<file path="src/hw/rtl/apq_pkg.sv">
// ----------------------------------------------------------------------------
// apq_pkg: shared types and constants for the array priority queue
// Queue depth, index widths, operation and status codes, sequencer states.
// ----------------------------------------------------------------------------
package apq_pkg;

  localparam int DEPTH   = 64;
  localparam int ADDR_W  = $clog2(DEPTH);
  localparam int CNT_W   = $clog2(DEPTH + 1);
  localparam int DATA_W  = 32;
  localparam int ENTRY_W = 2 * DATA_W;
  localparam int OCC_W   = 7;

  typedef enum logic [1:0] {
    OP_ENQUEUE = 2'd0,
    OP_DEQUEUE = 2'd1,
    OP_PEEK    = 2'd2
  } op_t;

  typedef enum logic [1:0] {
    ST_OK    = 2'd0,
    ST_FULL  = 2'd1,
    ST_EMPTY = 2'd2
  } status_t;

  typedef enum logic [1:0] {
    S_IDLE,
    S_SCAN,
    S_SHIFT,
    S_DONE
  } state_t;

endpackage

</file>
<file path="src/hw/rtl/apq_ram.sv">
// ----------------------------------------------------------------------------
// apq_ram: generic simple dual-port RAM
// One write port, one read port, read data registered.
// ----------------------------------------------------------------------------
module apq_ram #(
  parameter int WIDTH = 64,
  parameter int DEPTH = 64
) (
  input  logic                     clk,
  input  logic                     we,
  input  logic [$clog2(DEPTH)-1:0] waddr,
  input  logic [WIDTH-1:0]         wdata,
  input  logic [$clog2(DEPTH)-1:0] raddr,
  output logic [WIDTH-1:0]         rdata
);

  logic [WIDTH-1:0] mem [DEPTH];

  always_ff @(posedge clk) begin
    if (we) begin
      mem[waddr] <= wdata;
    end
    rdata <= mem[raddr];
  end

endmodule

</file>
<file path="src/hw/rtl/array_priority_queue.sv">
// ----------------------------------------------------------------------------
// array_priority_queue: bounded priority queue with linear search
// Entries kept in insertion order in one RAM; a sequencer scans and shifts.
// ----------------------------------------------------------------------------
// Usage:
//   Input channel (in_*): one request per transfer. in_tuser carries the
//   operation (enqueue, dequeue, peek), in_tdata the value and priority
//   used by enqueue. Result channel (out_*): one response per request with
//   the status in out_tuser and top value, top priority and occupancy in
//   out_tdata.
//   Timing: the block takes one request at a time and is not ready while
//   it works on it. Enqueue and any request on an empty queue go straight
//   from idle to the done state. Peek scans all N entries, N being the
//   occupancy: the search reads one entry per cycle through the RAM read
//   port. Dequeue adds the shift of the M entries behind the top one, one
//   per cycle, with nothing to shift when the top is last.
//   Reset clears the occupancy and the handshake state; RAM contents are
//   not cleared and only slots below the occupancy are ever read.
//   Receiver stall: a result waits in the output register. The block
//   accepts the next request meanwhile and holds that one's result until
//   the register frees up.
// ----------------------------------------------------------------------------
module array_priority_queue
  import apq_pkg::*;
(
  input  logic        clk,
  input  logic        rst_n,
  input  logic        in_tvalid,
  output logic        in_tready,
  input  logic [63:0] in_tdata,   // [31:0] item_value, [63:32] item_priority
  input  logic [1:0]  in_tuser,   // [1:0] op
  output logic        out_tvalid,
  input  logic        out_tready,
  output logic [71:0] out_tdata,  // [31:0] top_value, [63:32] top_priority,
                                  // [70:64] occupancy, [71] zero
  output logic [1:0]  out_tuser   // [1:0] status
);

  state_t state_r, state_nxt;
  op_t    op_r, op_nxt;

  logic [CNT_W-1:0]  count_r, count_nxt;
  logic [CNT_W-1:0]  idx_r, idx_nxt;       // next RAM address to read
  logic              pend_r, pend_nxt;     // read data valid this cycle
  logic [ADDR_W-1:0] pend_idx_r, pend_idx_nxt;

  logic [ADDR_W-1:0]       best_idx_r, best_idx_nxt;
  logic signed [DATA_W-1:0] best_val_r, best_val_nxt;
  logic signed [DATA_W-1:0] best_pri_r, best_pri_nxt;

  status_t             res_status_r, res_status_nxt;
  logic [DATA_W-1:0]   res_val_r, res_val_nxt;
  logic [DATA_W-1:0]   res_pri_r, res_pri_nxt;

  logic                out_valid_r, out_valid_nxt;
  status_t             out_status_r, out_status_nxt;
  logic [DATA_W-1:0]   out_val_r, out_val_nxt;
  logic [DATA_W-1:0]   out_pri_r, out_pri_nxt;
  logic [OCC_W-1:0]    out_occ_r, out_occ_nxt;

  logic                ram_we;
  logic [ADDR_W-1:0]   ram_waddr;
  logic [ENTRY_W-1:0]  ram_wdata;
  logic [ADDR_W-1:0]   ram_raddr;
  logic [ENTRY_W-1:0]  ram_rdata;

  logic signed [DATA_W-1:0] rd_val;
  logic signed [DATA_W-1:0] rd_pri;
  logic                     rd_better;
  logic                     in_fire;

  apq_ram #(
    .WIDTH (ENTRY_W),
    .DEPTH (DEPTH)
  ) u_ram (
    .clk   (clk),
    .we    (ram_we),
    .waddr (ram_waddr),
    .wdata (ram_wdata),
    .raddr (ram_raddr),
    .rdata (ram_rdata)
  );

  assign rd_val = ram_rdata[DATA_W-1:0];
  assign rd_pri = ram_rdata[ENTRY_W-1:DATA_W];

  // Compare: higher priority wins, then higher value; earlier on full tie.
  assign rd_better = (rd_pri > best_pri_r) || ((rd_pri == best_pri_r) && (rd_val > best_val_r));

  assign in_tready = (state_r == S_IDLE);
  assign in_fire   = in_tvalid && in_tready;

  always_ff @(posedge clk) begin
    if (!rst_n) begin
      state_r     <= S_IDLE;
      count_r     <= '0;
      pend_r      <= 1'b0;
      out_valid_r <= 1'b0;
    end else begin
      state_r     <= state_nxt;
      count_r     <= count_nxt;
      pend_r      <= pend_nxt;
      out_valid_r <= out_valid_nxt;
    end
  end

  always_ff @(posedge clk) begin
    op_r         <= op_nxt;
    idx_r        <= idx_nxt;
    pend_idx_r   <= pend_idx_nxt;
    best_idx_r   <= best_idx_nxt;
    best_val_r   <= best_val_nxt;
    best_pri_r   <= best_pri_nxt;
    res_status_r <= res_status_nxt;
    res_val_r    <= res_val_nxt;
    res_pri_r    <= res_pri_nxt;
    out_status_r <= out_status_nxt;
    out_val_r    <= out_val_nxt;
    out_pri_r    <= out_pri_nxt;
    out_occ_r    <= out_occ_nxt;
  end

  always_comb begin
    state_nxt      = state_r;
    op_nxt         = op_r;
    count_nxt      = count_r;
    idx_nxt        = idx_r;
    pend_nxt       = 1'b0;
    pend_idx_nxt   = pend_idx_r;
    best_idx_nxt   = best_idx_r;
    best_val_nxt   = best_val_r;
    best_pri_nxt   = best_pri_r;
    res_status_nxt = res_status_r;
    res_val_nxt    = res_val_r;
    res_pri_nxt    = res_pri_r;
    out_valid_nxt  = out_valid_r && !out_tready;
    out_status_nxt = out_status_r;
    out_val_nxt    = out_val_r;
    out_pri_nxt    = out_pri_r;
    out_occ_nxt    = out_occ_r;
    ram_we         = 1'b0;
    ram_waddr      = count_r[ADDR_W-1:0];
    ram_wdata      = {in_tdata[63:32], in_tdata[31:0]};
    ram_raddr      = idx_r[ADDR_W-1:0];

    unique case (state_r)
      S_IDLE: begin
        if (in_fire) begin
          op_nxt         = op_t'(in_tuser);
          res_status_nxt = ST_OK;
          res_val_nxt    = '0;
          res_pri_nxt    = '0;
          idx_nxt        = '0;
          state_nxt      = S_DONE;
          unique case (in_tuser)
            OP_ENQUEUE: begin
              if (count_r >= CNT_W'(DEPTH)) begin
                res_status_nxt = ST_FULL;
              end else begin
                ram_we    = 1'b1;
                count_nxt = count_r + CNT_W'(1);
              end
            end
            OP_DEQUEUE, OP_PEEK: begin
              if (count_r == '0) begin
                res_status_nxt = ST_EMPTY;
              end else begin
                state_nxt = S_SCAN;
              end
            end
            default: ;
          endcase
        end
      end

      S_SCAN: begin
        if (idx_r < count_r) begin
          pend_nxt     = 1'b1;
          pend_idx_nxt = idx_r[ADDR_W-1:0];
          idx_nxt      = idx_r + CNT_W'(1);
        end
        if (pend_r) begin
          // entry 0 seeds the search
          if ((pend_idx_r == '0) || rd_better) begin
            best_idx_nxt = pend_idx_r;
            best_val_nxt = rd_val;
            best_pri_nxt = rd_pri;
          end
        end else if (idx_r == count_r) begin
          res_val_nxt = best_val_r;
          res_pri_nxt = best_pri_r;
          if (op_r == OP_DEQUEUE) begin
            idx_nxt   = CNT_W'(best_idx_r) + CNT_W'(1);
            state_nxt = S_SHIFT;
          end else begin
            state_nxt = S_DONE;
          end
        end
      end

      S_SHIFT: begin
        if (idx_r < count_r) begin
          pend_nxt     = 1'b1;
          pend_idx_nxt = idx_r[ADDR_W-1:0];
          idx_nxt      = idx_r + CNT_W'(1);
        end
        if (pend_r) begin
          ram_we    = 1'b1;
          ram_waddr = pend_idx_r - ADDR_W'(1);
          ram_wdata = ram_rdata;
        end else if (idx_r >= count_r) begin
          count_nxt = count_r - CNT_W'(1);
          state_nxt = S_DONE;
        end
      end

      S_DONE: begin
        if (!out_valid_r || out_tready) begin
          out_valid_nxt  = 1'b1;
          out_status_nxt = res_status_r;
          out_val_nxt    = res_val_r;
          out_pri_nxt    = res_pri_r;
          out_occ_nxt    = OCC_W'(count_r);
          state_nxt      = S_IDLE;
        end
      end

      default: state_nxt = S_IDLE;
    endcase
  end

  assign out_tvalid = out_valid_r;
  assign out_tuser  = out_status_r;
  assign out_tdata  = {1'b0, out_occ_r, out_pri_r, out_val_r};

endmodule

</file>
<file path="config.mk">
export PLATFORM = sky130hd
export DESIGN_NAME = array_priority_queue
export DESIGN_NICKNAME = d
export VERILOG_FILES = /design/src/hw/rtl/apq_pkg.sv /design/src/hw/rtl/apq_ram.sv /design/src/hw/rtl/array_priority_queue.sv
export SDC_FILE = /design/constraint.sdc
export NUM_CORES = 2
export LEC_CHECK = 0
export BUFFER_PORTS_ARGS = -buffer_cell sky130_fd_sc_hd__buf_2
export CORE_MARGIN = 3
export CORE_UTILIZATION = 65
export DETAILED_ROUTE_END_ITERATION = 8
export GPL_ROUTABILITY_DRIVEN = 0
export PLACE_DENSITY_LB_ADDON = 0.1
export SLEW_MARGIN = 25
export SYNTH_ARGS = -nofsm -noshare
export SYNTH_HDL_FRONTEND = slang
export SYNTH_HIERARCHICAL = 1
export SYNTH_SLANG_ARGS = --single-unit
</file>
<file path="constraint.sdc">
create_clock -name clk -period 12 [get_ports clk]
set_input_delay 0.6 -clock clk [delete_from_list [all_inputs] [get_ports clk]]
set_output_delay 0.6 -clock clk [all_outputs]
set_load 0.02 [all_outputs]
</file>
==> impl_results.html <==
<table>
<tr><th>Metric</th><th>Value</th></tr>
<tr><th colspan="2">Status</th></tr>
<tr><td>Run status</td><td>finished, violations left</td></tr>
<tr><td>Failing checks</td><td>antenna rules</td></tr>
<tr><th colspan="2">Synth</th></tr>
<tr><td>Distinct cell type count after synthesis</td><td>64</td></tr>
<tr><td>Syn. warnings</td><td>6</td></tr>
<tr><td>Compound-Gate Fraction of Synth Area</td><td>0.0268</td></tr>
<tr><td>Most used flip-flop cell after synthesis</td><td>sky130_fd_sc_hd__edfxtp_1</td></tr>
<tr><td>Basic-gate share of the synthesized area counting and, or, nand and nor cells</td><td>0.0172</td></tr>
<tr><td>Post-synthesis xor/xnor area fraction</td><td>0.000838</td></tr>
<tr><td>Post-synthesis mux area share</td><td>0.151</td></tr>
<tr><td>Largest family of logic cells by synthesized area</td><td>multiplexers</td></tr>
<tr><td>Total nets after synthesis</td><td>7,558</td></tr>
<tr><td>Total of flip-flops plus latches after synthesis</td><td>4,395</td></tr>
<tr><td>Sequential area share after synthesis</td><td>0.785</td></tr>
<tr><td>Adder-cell area share of the yosys netlist</td><td>0.00655</td></tr>
<tr><td>Cell area after synthesis</td><td>167,000 µm²</td></tr>
<tr><td>Fraction of synthesis flops using an asynchronous set or reset pin</td><td>0</td></tr>
<tr><td>Mean instance size in the synthesized netlist</td><td>22.6 µm²</td></tr>
<tr><td>Number of enable flip-flop cells after synthesis</td><td>4,320</td></tr>
<tr><td>Number of instances in the synthesized netlist</td><td>7,401</td></tr>
<tr><th colspan="2">Timing</th></tr>
<tr><td>TNS Setup</td><td>0 ps</td></tr>
<tr><td>Slew Viols, Final</td><td>0</td></tr>
<tr><td>Headroom to the max-slew limit</td><td>0.155</td></tr>
<tr><td>Final setup viols</td><td>0</td></tr>
<tr><td>Min cycle time layout</td><td>5790 ps</td></tr>
<tr><td>Count of final hold-check violations</td><td>0</td></tr>
<tr><td>Unrepaired setup endpoints after global routing</td><td>false</td></tr>
<tr><td>Final clock period utilization by the worst path</td><td>0.483</td></tr>
<tr><td>Worst Max-Slew Pin Slew</td><td>1250 ps</td></tr>
<tr><td>Max Clk Rate</td><td>0.173 GHz</td></tr>
<tr><td>Worst setup skew after layout</td><td>69.2 ps</td></tr>
<tr><th colspan="2">Finish</th></tr>
<tr><td>Nets</td><td>7,997</td></tr>
<tr><td>Fill cell instance count of the final layout</td><td>13,900</td></tr>
<tr><td>Layout overhead on the synthesized area</td><td>12.0%</td></tr>
<tr><td>Post-Layout Inst Area</td><td>187,000 µm²</td></tr>
<tr><td>Final standard cell utilization of the core</td><td>0.735</td></tr>
<tr><td>Area of the multi-input gates</td><td>34,500 µm²</td></tr>
<tr><td>Area used by sequential logic in the layout</td><td>131,000 µm²</td></tr>
<tr><td>Share of layout cells above drive strength 1</td><td>0.273</td></tr>
<tr><th colspan="2">Global route</th></tr>
<tr><td>Peak-usage layer in the global routing report</td><td>met2</td></tr>
<tr><td>Number of antenna violations at the first check in global routing</td><td>56</td></tr>
<tr><td>Maximum number of pins on one net before global-route repair</td><td>103</td></tr>
<tr><td>GR met1 Demand/Resource</td><td>0.504</td></tr>
<tr><td>M2 GR Usage</td><td>0.509</td></tr>
<tr><td>Aggregate global-route resource usage</td><td>0.350</td></tr>
<tr><td>Number of global-route vias before repair</td><td>81,600</td></tr>
<tr><td>Global-route track usage on met3</td><td>0.123</td></tr>
<tr><td>Total overflow reported by the global router</td><td>0</td></tr>
<tr><td>Global-route wire length before repair</td><td>637,000 µm</td></tr>
<tr><th colspan="2">Floorplan</th></tr>
<tr><td>Effective utilization at floorplan</td><td>0.656</td></tr>
<tr><td>Die height</td><td>513 µm</td></tr>
<tr><td>Ports</td><td>146</td></tr>
<tr><td>Chip width</td><td>513 µm</td></tr>
<tr><td>Floorplan Core Area</td><td>255,000 µm²</td></tr>
<tr><td>Die outline area</td><td>263,000 µm²</td></tr>
<tr><td>Row Count</td><td>185</td></tr>
<tr><th colspan="2">Routing</th></tr>
<tr><td>Number of antenna-violating nets in the routed design</td><td>1</td></tr>
<tr><td>Average wire length per cell after detail routing</td><td>39.2 µm</td></tr>
<tr><td>Detailed Route WL</td><td>454,000 µm</td></tr>
<tr><td>Starting DRC count in detailed routing</td><td>14,000</td></tr>
<tr><td>Via count of the routed design</td><td>84,000</td></tr>
<tr><td>Post-detailed-route DRC marker count</td><td>0</td></tr>
<tr><td>DR pass1 iterations</td><td>6</td></tr>
<tr><td>Via density per instance</td><td>7.25</td></tr>
<tr><th colspan="2">Placement</th></tr>
<tr><td>Area of placed instances</td><td>173,000 µm²</td></tr>
<tr><td>Count of input and output buffers</td><td>144</td></tr>
<tr><td>HPWL after detailed placement</td><td>266,000 µm</td></tr>
<tr><th colspan="2">Setup path</th></tr>
<tr><td>Kind of start point of the critical path</td><td>flop</td></tr>
<tr><td>Critical path peak fanout</td><td>41</td></tr>
<tr><td>Category of the worst setup path capture point</td><td>flop</td></tr>
<tr><td>Signal arrival time at the worst endpoint</td><td>6380 ps</td></tr>
<tr><td>Worst Setup Path Type</td><td>reg -&gt; reg</td></tr>
<tr><td>Endpoint required time on the critical path</td><td>12,590 ps</td></tr>
<tr><th colspan="2">Clock network</th></tr>
<tr><td>Post-CTS setup buffer count</td><td>0</td></tr>
<tr><td>CTS H-tree lvls</td><td>5</td></tr>
<tr><td>Clock tree from TritonCTS</td><td>done</td></tr>
<tr><td>Clock-pin slew on the worst setup and hold paths</td><td>60 ps</td></tr>
<tr><td>Root cell of the clock tree</td><td>sky130_fd_sc_hd__clkbuf_16</td></tr>
<tr><td>Clock buffers created by TritonCTS</td><td>434</td></tr>
<tr><td>Clock latency reported for the late side of the worst-skew pair</td><td>1020 ps</td></tr>
<tr><td>Clock sink count</td><td>4,395</td></tr>
<tr><td>Bufs on Longest Clock Path</td><td>4</td></tr>
<tr><td>Cells resized by post-CTS repair</td><td>0</td></tr>
<tr><th colspan="2">Power and ir drop</th></tr>
<tr><td>Cell area power density</td><td>226 nW/µm²</td></tr>
<tr><td>Leak pwr</td><td>58.4 nW</td></tr>
<tr><td>Worst ir drop on vdd</td><td>178 µV</td></tr>
<tr><th colspan="2">Hold path</th></tr>
<tr><td>Path class of the lowest-slack min-delay path</td><td>in -&gt; reg</td></tr>
<tr><th colspan="2">Flow run</th></tr>
<tr><td>Maximum capacitance violations</td><td>0</td></tr>
</table>
==> layer usage <==
layer  vias to the layer above  wire (µm)  part of all wire
met5                         -        235           0.00052
met4                        34      17900             0.040
met3                       890      69500              0.15
met2                      6608     206000              0.45
met1                     44100     160000              0.35
li1                      32300          -                 -
==> worst paths after layout <==
| path | depth (start not counted) | to | slack (ps) | start |
|---|---|---|---|---|
| hold reg to reg | 0 | out_pri_r[2]$_DFFE_PP_ | 420 | res_pri_r[2]$_SDFFCE_PN0P_ |
| setup / recovery | 7 | u_ram/mem[57][17]$_DFFE_PP_ | 6210 | state_r[0]$_SDFFE_PN0P_ |
| setup reg to reg | 7 | u_ram/mem[57][17]$_DFFE_PP_ | 6210 | state_r[0]$_SDFFE_PN0P_ |
| hold / removal | 2 | op_r[1]$_DFFE_PP_ | 150 | in_tvalid |
==> power breakdown <==
| part | switching [mW] | internal (mW) | leakage [nW] |
|---|---|---|---|
| Sequential | 0.582 | 17.7 | 39.5 |
| Clock | 5.57 | 7.91 | 6.88 |
| Combinational | 6.73 | 3.86 | 12.0 |
| Total | 12.9 | 29.4 | 58.4 |
==> state kept, by name, summed over array words and instances (netlist names) <==
register and count:
out_tvalid 1, u_ram/mem 4096, state_r 2, out_occ_r 7, out_pri_r 32, best_idx_r 6
op_r 2, u_ram/rdata 64, idx_r 7, count_r 7, out_val_r 32, res_val_r 32
best_val_r 32, pend_idx_r 6, best_pri_r 32, res_status_r 2, pend_r 1, res_pri_r 32
out_tuser 2
==> through the flow <==
step	power, mW	std cells	setup WS [ps]	hold WS (ps)
final	42.3	11600	6210	151
after global routing	43.4	11600	6070	145
after CTS	42.1	11500	6240	102
after detailed placement	28.8	10800	6280	405
after global placement	28.7	10800	6040	405
after floorplan	24.5	7401	4480	400
==> cell usage in the layout (no fill, tap or decap), drive strengths merged, types with 6 or more instances in the layout <==
cell type / n
a21oi: 28
a211oi: 70
a31oi: 23
bufinv: 49
nand2: 85
mux4: 1024
clkinvlp: 21
diode: 40
nand2b: 13
or2: 29
or3: 32
a41oi: 26
a22oi: 168
nand4: 20
inv: 113
mux2: 63
o221ai: 38
dfxtp: 75
a22o: 88
buf: 386
mux2i: 140
ha: 86
xnor2: 10
xor2: 6
and3: 66
and2: 10
nand3: 62
nor3: 11
edfxtp: 4320
o21ai: 27
clkbuf: 541
nor2: 199
o22ai: 84
a2bb2oi: 19
clkinv: 157
nor2b: 41
a21o: 12
==> critical path, stage by stage (launching register included) <==
cell	delay, ps
sky130_fd_sc_hd__dfxtp_1	360
sky130_fd_sc_hd__inv_1	120
sky130_fd_sc_hd__ha_1	480
sky130_fd_sc_hd__nand2_1	520
sky130_fd_sc_hd__o21ai_0	920
sky130_fd_sc_hd__nand3_1	960
sky130_fd_sc_hd__nor2_4	1120
sky130_fd_sc_hd__buf_4	740
==> area by class of cell <==
class,instances,share of cell area
Clock inverter,233,0.0129
Multi-Input combinational cell,2512,0.184
Clock buffer,541,0.0624
Antenna cell,40,0.000534
Inverter,107,0.00214
Timing Repair Buffer,390,0.0148
Tap cell,3366,0.0225
Sequential cell,4395,0.700
==> logic make-up (layout without fill, tap and decap cells) <==
| logic type | count (synthesis) | count (layout) |
|---|---|---|
| compound gates | 600 | 600 |
| xor+xnor | 16 | 16 |
| fa+ha+maj | 87 | 87 |
| buf+inv | 494 | 1271 |
| flops | 4395 | 4395 |
| mux | 1227 | 1227 |
| other cells | 1 | 41 |
| simple gates | 581 | 581 |
==> synth_stat cells, drive strengths merged (63+ instances only) <==
library cell | instances | area, µm²
and3 | 66 | 413
dfxtp | 75 | 1500
ha | 86 | 1080
mux2i | 140 | 1400
edfxtp | 4320 | 130000
inv | 107 | 402
o22ai | 84 | 526
buf | 243 | 1280
a22o | 88 | 771
clkbuf | 144 | 541
nand2 | 85 | 322
nor2 | 199 | 747
mux4 | 1024 | 23100
mux2 | 63 | 709
a22oi | 168 | 1260
a211oi | 70 | 526
==> repair_timing <==
action                                  in CTS  in global routing
endpoints found under the setup margin       0                  0
endpoints found under the hold margin        9                  0
hold buffers                                 4                  0
(Power assumes the default switching activity.)
